--- src/rtl/core/ywfo_pkg.sv ---
package ywfo_pkg;

	// Binary angle input width and the CORDIC angle accumulator (yaw * 16)
	localparam int YAW_W     = 16;
	localparam int ANGLE_W   = 21;
	// CORDIC x/y datapath in Q.16, wide enough for the gain growth
	localparam int CORDIC_W  = 19;
	localparam int CORDIC_STEPS = 16;

	localparam logic signed [CORDIC_W-1:0] CORDIC_GAIN  = CORDIC_W'(39797);
	localparam logic signed [ANGLE_W-1:0]  QUARTER_TURN = ANGLE_W'(262144);
	localparam logic signed [ANGLE_W-1:0]  HALF_TURN    = ANGLE_W'(524288);

	// Rounded arctangent of 2^-i in angle units (full turn = 2^20)
	localparam logic signed [ANGLE_W-1:0] ATAN_UNITS [CORDIC_STEPS] = '{
		ANGLE_W'(131072), ANGLE_W'(77376), ANGLE_W'(40884), ANGLE_W'(20753),
		ANGLE_W'(10417),  ANGLE_W'(5213),  ANGLE_W'(2607),  ANGLE_W'(1304),
		ANGLE_W'(652),    ANGLE_W'(326),   ANGLE_W'(163),   ANGLE_W'(81),
		ANGLE_W'(41),     ANGLE_W'(20),    ANGLE_W'(10),    ANGLE_W'(5)
	};

	// Foot side codes
	localparam logic signed [1:0] SIDE_LEFT      = 2'sb01;
	localparam logic signed [1:0] SIDE_RIGHT     = 2'sb11;
	localparam logic signed [1:0] SIDE_RIGHT_ALT = 2'sb10;

	// Register map, word index
	typedef enum logic [1:0] {
		REG_FWD_GAIN = 2'd0,
		REG_FWD_BIAS = 2'd1,
		REG_LAT_GAIN = 2'd2,
		REG_LAT_BIAS = 2'd3
	} reg_idx_t;

	// Rotation state handed from cell to cell
	typedef struct packed {
		logic signed [CORDIC_W-1:0] x;
		logic signed [CORDIC_W-1:0] y;
		logic signed [ANGLE_W-1:0]  t;
		logic                       flip;
		logic signed [1:0]          side;
	} cordic_t;

endpackage

--- src/rtl/core/ywfo_cordic_cell.sv ---
module ywfo_cordic_cell #(
	parameter int STEP      = 0,
	parameter int DATA_BITS = 16
) (
	input  logic                        clk,
	input  logic                        arst_n,
	input  logic                        up_valid,
	output logic                        up_ready,
	input  ywfo_pkg::cordic_t           up_rot,
	input  logic signed [DATA_BITS-1:0] up_vx,
	input  logic signed [DATA_BITS-1:0] up_vy,
	output logic                        dn_valid,
	input  logic                        dn_ready,
	output ywfo_pkg::cordic_t           dn_rot,
	output logic signed [DATA_BITS-1:0] dn_vx,
	output logic signed [DATA_BITS-1:0] dn_vy
);

	logic                                  en;
	logic                                  valid_q;
	logic signed [ywfo_pkg::CORDIC_W-1:0]  x_in;
	logic signed [ywfo_pkg::CORDIC_W-1:0]  y_in;
	logic signed [ywfo_pkg::ANGLE_W-1:0]   t_in;
	logic signed [ywfo_pkg::CORDIC_W-1:0]  dx;
	logic signed [ywfo_pkg::CORDIC_W-1:0]  dy;
	ywfo_pkg::cordic_t                     rot_d;
	ywfo_pkg::cordic_t                     rot_q;
	logic signed [DATA_BITS-1:0]           vx_q;
	logic signed [DATA_BITS-1:0]           vy_q;

	// Stage advances when empty or when the next cell takes its request
	assign en       = !valid_q || dn_ready;
	assign up_ready = en;

	// One micro-rotation, direction from the sign of the residual angle
	always_comb begin
		x_in = up_rot.x;
		y_in = up_rot.y;
		t_in = up_rot.t;
		dx   = y_in >>> STEP;
		dy   = x_in >>> STEP;
		rot_d = up_rot;
		if (!t_in[ywfo_pkg::ANGLE_W-1]) begin
			rot_d.x = x_in - dx;
			rot_d.y = y_in + dy;
			rot_d.t = t_in - ywfo_pkg::ATAN_UNITS[STEP];
		end else begin
			rot_d.x = x_in + dx;
			rot_d.y = y_in - dy;
			rot_d.t = t_in + ywfo_pkg::ATAN_UNITS[STEP];
		end
	end

	always_ff @(posedge clk or negedge arst_n) begin
		if (!arst_n) begin
			valid_q <= 1'b0;
		end else if (en) begin
			valid_q <= up_valid;
		end
	end

	always_ff @(posedge clk) begin
		if (en && up_valid) begin
			rot_q <= rot_d;
			vx_q  <= up_vx;
			vy_q  <= up_vy;
		end
	end

	assign dn_valid = valid_q;
	assign dn_rot   = rot_q;
	assign dn_vx    = vx_q;
	assign dn_vy    = vy_q;

endmodule

--- config.mk ---
export PLATFORM = sky130hd
export DESIGN_NAME = ywfo_cordic_cell
export DESIGN_NICKNAME = d
export VERILOG_FILES = /design/src/rtl/core/ywfo_pkg.sv /design/src/rtl/core/ywfo_cordic_cell.sv
export SDC_FILE = /design/constraint.sdc
export NUM_CORES = 1
export LEC_CHECK = 0
export BUFFER_PORTS_ARGS = -buffer_cell sky130_fd_sc_hd__clkbuf_2
export CAP_MARGIN = 5
export CORE_MARGIN = 2
export CORE_UTILIZATION = 52
export CTS_CLUSTER_SIZE = 20
export DETAILED_ROUTE_END_ITERATION = 16
export PLACE_DENSITY = 0.92
export SLEW_MARGIN = 20
export SYNTH_ARGS = -nofsm -noshare
export SYNTH_HDL_FRONTEND = slang
export SYNTH_SLANG_ARGS = --single-unit
export TNS_END_PERCENT = 20
--- constraint.sdc ---
create_clock -name clk -period 3.58 [get_ports clk]
set_input_delay 0.179 -clock clk [delete_from_list [all_inputs] [get_ports clk]]
set_output_delay 0.179 -clock clk [all_outputs]
set_load 0.005 [all_outputs]
# Word-level counts from Yosys, hierarchy flattened
# Cells that the tools add are included.
[word_totals] ff_bits=95 wordCells=17 out_inout_bits=96 inputBits=98
[op_classes] muxes=1 n_reduce_logical=3 n_addsub=5
[ops] cell="$mux W59" n=1
[ops] cell="$sub A19 B19 Y19" n=2
[ops] cell="$add A21 B19 Y21 const B" n=1
[ops] cell="$sub A21 B19 Y21 const B" n=1
[ops] cell="$add A19 B19 Y19" n=1
[ops] cell="$logic_and A1 B1 Y1" n=1
[ops] cell="$logic_not A1 Y1" n=1
[ops] cell="$logic_or A1 B1 Y1" n=1

# Depth between registers and ports, before layout
[logic_depth] depth_word=3 depth_mapped=10 depth_no_buf=10

# Least setup slack after synthesis
# Ideal clock, no wire load.
[synth_timing] kind="reg2reg" startpoint="register valid_q (netlist: dn_valid)" endpoint="register rot_q (netlist bit dn_rot[0]), enable pin" t_required_ps=3118 setup_slack_ps=437 setup_ps=462 stages_incl_launch_ff=3 n_path_buf=0 period_less_slack_ps=3143 arrival_ps=2681 path_cell_list="dfrtp_1 -> nand2b_1 -> and2_1"
[synth_between] elab_chain_cells=3
[synth_lines] item="start, declared" line_no="ywfo_cordic_cell.sv:20" source="logic valid_q;"
[synth_lines] item="start signal, assigned" line_no="ywfo_cordic_cell.sv:58" source="valid_q <= up_valid;"
[synth_lines] item="$logic_not A1 Y1" line_no="ywfo_cordic_cell.sv:32" source="assign en = !valid_q || dn_ready;"
[synth_lines] item="$logic_or A1 B1 Y1" line_no="ywfo_cordic_cell.sv:32"
[synth_lines] item="named net up_ready" line_no="ywfo_cordic_cell.sv:8" source="output logic up_ready,"
[synth_lines] item="$logic_and A1 B1 Y1" line_no="ywfo_cordic_cell.sv:63" source="if (en && up_valid) begin"
[synth_lines] item="end signal, assigned" line_no="ywfo_cordic_cell.sv:64" source="rot_q <= rot_d;"
[synth_lines] item="end, declared" line_no="ywfo_cordic_cell.sv:27" source="ywfo_pkg::cordic_t rot_q;"
# The timed path passes the listed nets, and every way through them passes these cells.
# A chain may end at the register's enable or synchronous reset.

==> out/results.ini <==
[status]
outcome = finished clean

[clock_tree]
htreeDepth = 3
clkSinkCount = 94
root_buffer = clkbuf_16
clockBufferDepth = 2
worstSkewPairLatency_ps = 330
cts_setup_buffers = 0
cts.clk_slew.worst_paths_ps = 60
numCtsBuffers = 9
cts_tree = built

[worst_setup_path]
cp_max_fo = 6
crit_path_end_kind = flop
worstSetupPathType = in -> reg
cp-start-kind = input pin
critPathArrivalTime_ps = 2420
required_ps = 3630

[synth]
synth_cell_types = 67
avgSynthCellArea_um2 = 11.0
ys_ff_latch = 94
synthArstFlopShare_pct = 1.06
syn-num-nets = 696
synth_edf_count = 93
ys.flop_type = edfxtp_1
seq_area_frac_synth_pct = 47.7
yosysWarnings = 0
postSynthCellCount = 538
synth_area_um2 = 5900

[floorplan]
fp.dieH_um = 111
die-area_um2 = 12200
die-width_um = 111
core_area_um2 = 10900
initial_core_util_pct = 54.0
num_io_pins = 194
rows = 38

[global_route]
grt_max_degree = 94
first_global_vias = 4749
antenna_found_initial = 0
grt.overflow.total = 0
track_usage_pct = 25.2
grt_pass1_wl_mm = 24.8

[pwr]
switchingPower_mw = 0.832
power_frac_clock_pct = 29.6
power_density_nw_per_um2 = 415
switching_share_pct = 27.7
p_comb_share_pct = 25.1
sequentialPowerShare_pct = 45.3
peakVddDrop_mv = 0.404
cell_internal_pwr_mw = 2.17
p_leak_nw = 3.28

[sta]
post-route-period-util_pct = 66.1
tightest_slew_ps = 667
slew_viol_final = 0
period_needed_ps = 2370
setup_viol = 0
rsz0062_at_grt = false
slew_headroom_pct = 54.4
fin_setup_tns_ps = 0
fin_worst_skew_ps = 4.65
hold_violations = 0
fmax_mhz = 422

[place]
dp_hpwl_mm = 12.6
place.gp.congestion = 0.923
port_buffers = 193

[cells_and_area]
fin_nets = 882
n_antenna_cell = 0
final_common_cell = clkbuf_2
syn2layout_area_growth_pct = 22.7
final_layout_size_suffix_gt1_share_pct = 30.8
final_cell_mix = clkbuf_2 (193), edfxtp_1 (93), inv_1 (56), ha_1 (56), a21oi_1 (48)
fillers = 825
final_util_pct = 66.2

[min_path]
hold_path.class = in -> reg

[routing]
remaining_drc_errors = 0
antenna_left = 0
drt_wl_total_mm = 15.8
vias = 4988
via_per_inst = 5.75
dr.pass1.iters = 5
first_iter_violations = 453
routedWlPerCell_um = 18.2

[flow_run]
cap_violations = 0

## synth_stat cells (4+ instances only)
cell	instances	area share (%)
nand3_1	7	0.59
nor3_1	8	0.68
edfxtp_1	93	47
o21ai_1	10	0.85
buf_4	9	1.1
o21bai_1	8	1.0
o21ai_0	20	1.7
xnor2_1	35	5.2
o211a_1	5	0.85
buf_2	7	0.59
nor2_1	33	2.1
inv_1	56	3.6
nor4_1	4	0.42
ha_1	56	12
nor2b_1	4	0.42
clkbuf_1	5	0.32
nand2_1	20	1.3
nand4_1	7	0.74
o221ai_1	4	0.59
a31oi_1	6	0.64
fa_1	4	1.4
nand2b_1	5	0.53
o211ai_1	6	0.76
a21oi_1	48	4.1
inv_2	5	0.32
a21o_1	10	1.3
a211oi_1	4	0.51
mux2i_1	6	1.0
## cell type report
type | instances | area, um2 | share of cell area, %
Tap cell | 140 | 175 | 2.42
Multi-Input combinational cell | 359 | 2710 | 37.4
Sequential cell | 94 | 2820 | 38.9
Clock buffer | 10 | 229 | 3.16
Inverter | 62 | 238 | 3.28
Timing Repair Buffer | 198 | 1030 | 14.2
Clock inverter | 5 | 51.3 | 0.708
## cell families (layout without fill, tap and decap cells)
logic type | count (synthesis) | in the layout | synth area share (%)
AO/OA/AOI/OAI | 156 | 156 | 17.8
XOR/XNOR | 36 | 36 | 5.34
adder cells (fa/ha/maj) | 60 | 60 | 13.2
buffers and inverters | 85 | 275 | 6.47
flip-flops | 94 | 94 | 47.7
multiplexers | 6 | 6 | 1.02
AND/OR/NAND/NOR | 101 | 101 | 8.37
## sequential cells by signal (all words and copies together), names as in the netlist
| signal | flops |
|---|---|
| dn_rot | 61 |
| dn_vx | 16 |
| dn_valid | 1 |
| dn_vy | 16 |
## power by group through the flow
stage	clock network (mW)	registers [mW]	logic, mW
floorplan	0	1.40	0.446
global placement	0	1.38	0.720
detailed placement	0	1.39	0.737
CTS	0.903	1.37	0.741
global route	0.952	1.37	0.822
finish	0.889	1.36	0.755
## per-stage QoR
step	setup slack (ps)	std cells	hold WS [ps]	power [mW]	area (um2)
global route	1090	868	10.4	3.14	7240
floorplan	437	538	-117	1.84	5900
global placement	951	851	-46.5	2.10	6920
CTS	1270	867	12.0	3.01	7210
detailed placement	920	851	-36.9	2.13	6920
finish	1210	868	25.6	3.01	7240
## critical path, stage by stage
cell	delay [ps]
clkbuf_2	120
ha_1	240
fa_1	420
nor2b_1	170
o211a_1	250
o211ai_2	300
a32oi_2	240
a31oi_1	240
o21ai_1	110
xnor2_1	160
## per-layer routing
layer,part of all wire [%],routed length (um),global-route usage [%]
met2,49,7700,41.4
met1,41,6530,33.3
met5,0,0,0
met4,2.8,446,10.0
met3,7.2,1130,4.39
## timing repair
| item | in CTS | in global routing |
|---|---|---|
| hold buffers | 1 | 0 |
| endpoints found under the hold margin | 1 | 0 |
| resized for setup | 0 | 0 |
## worst paths after layout
check	from	end	slack (ps)	depth (start not counted)
max in group asynchronous	arst_n	dn_valid	3300	2
hold / removal	up_rot[14]	dn_rot[14]	30	1
hold reg to reg	dn_valid	dn_valid	590	2
setup / recovery	up_rot[24]	dn_rot[36]	1210	10
min in group asynchronous	arst_n	dn_valid	180	2
setup reg to reg	dn_valid	dn_rot[31]	1940	3
Power figures use the tool's default switching activity.
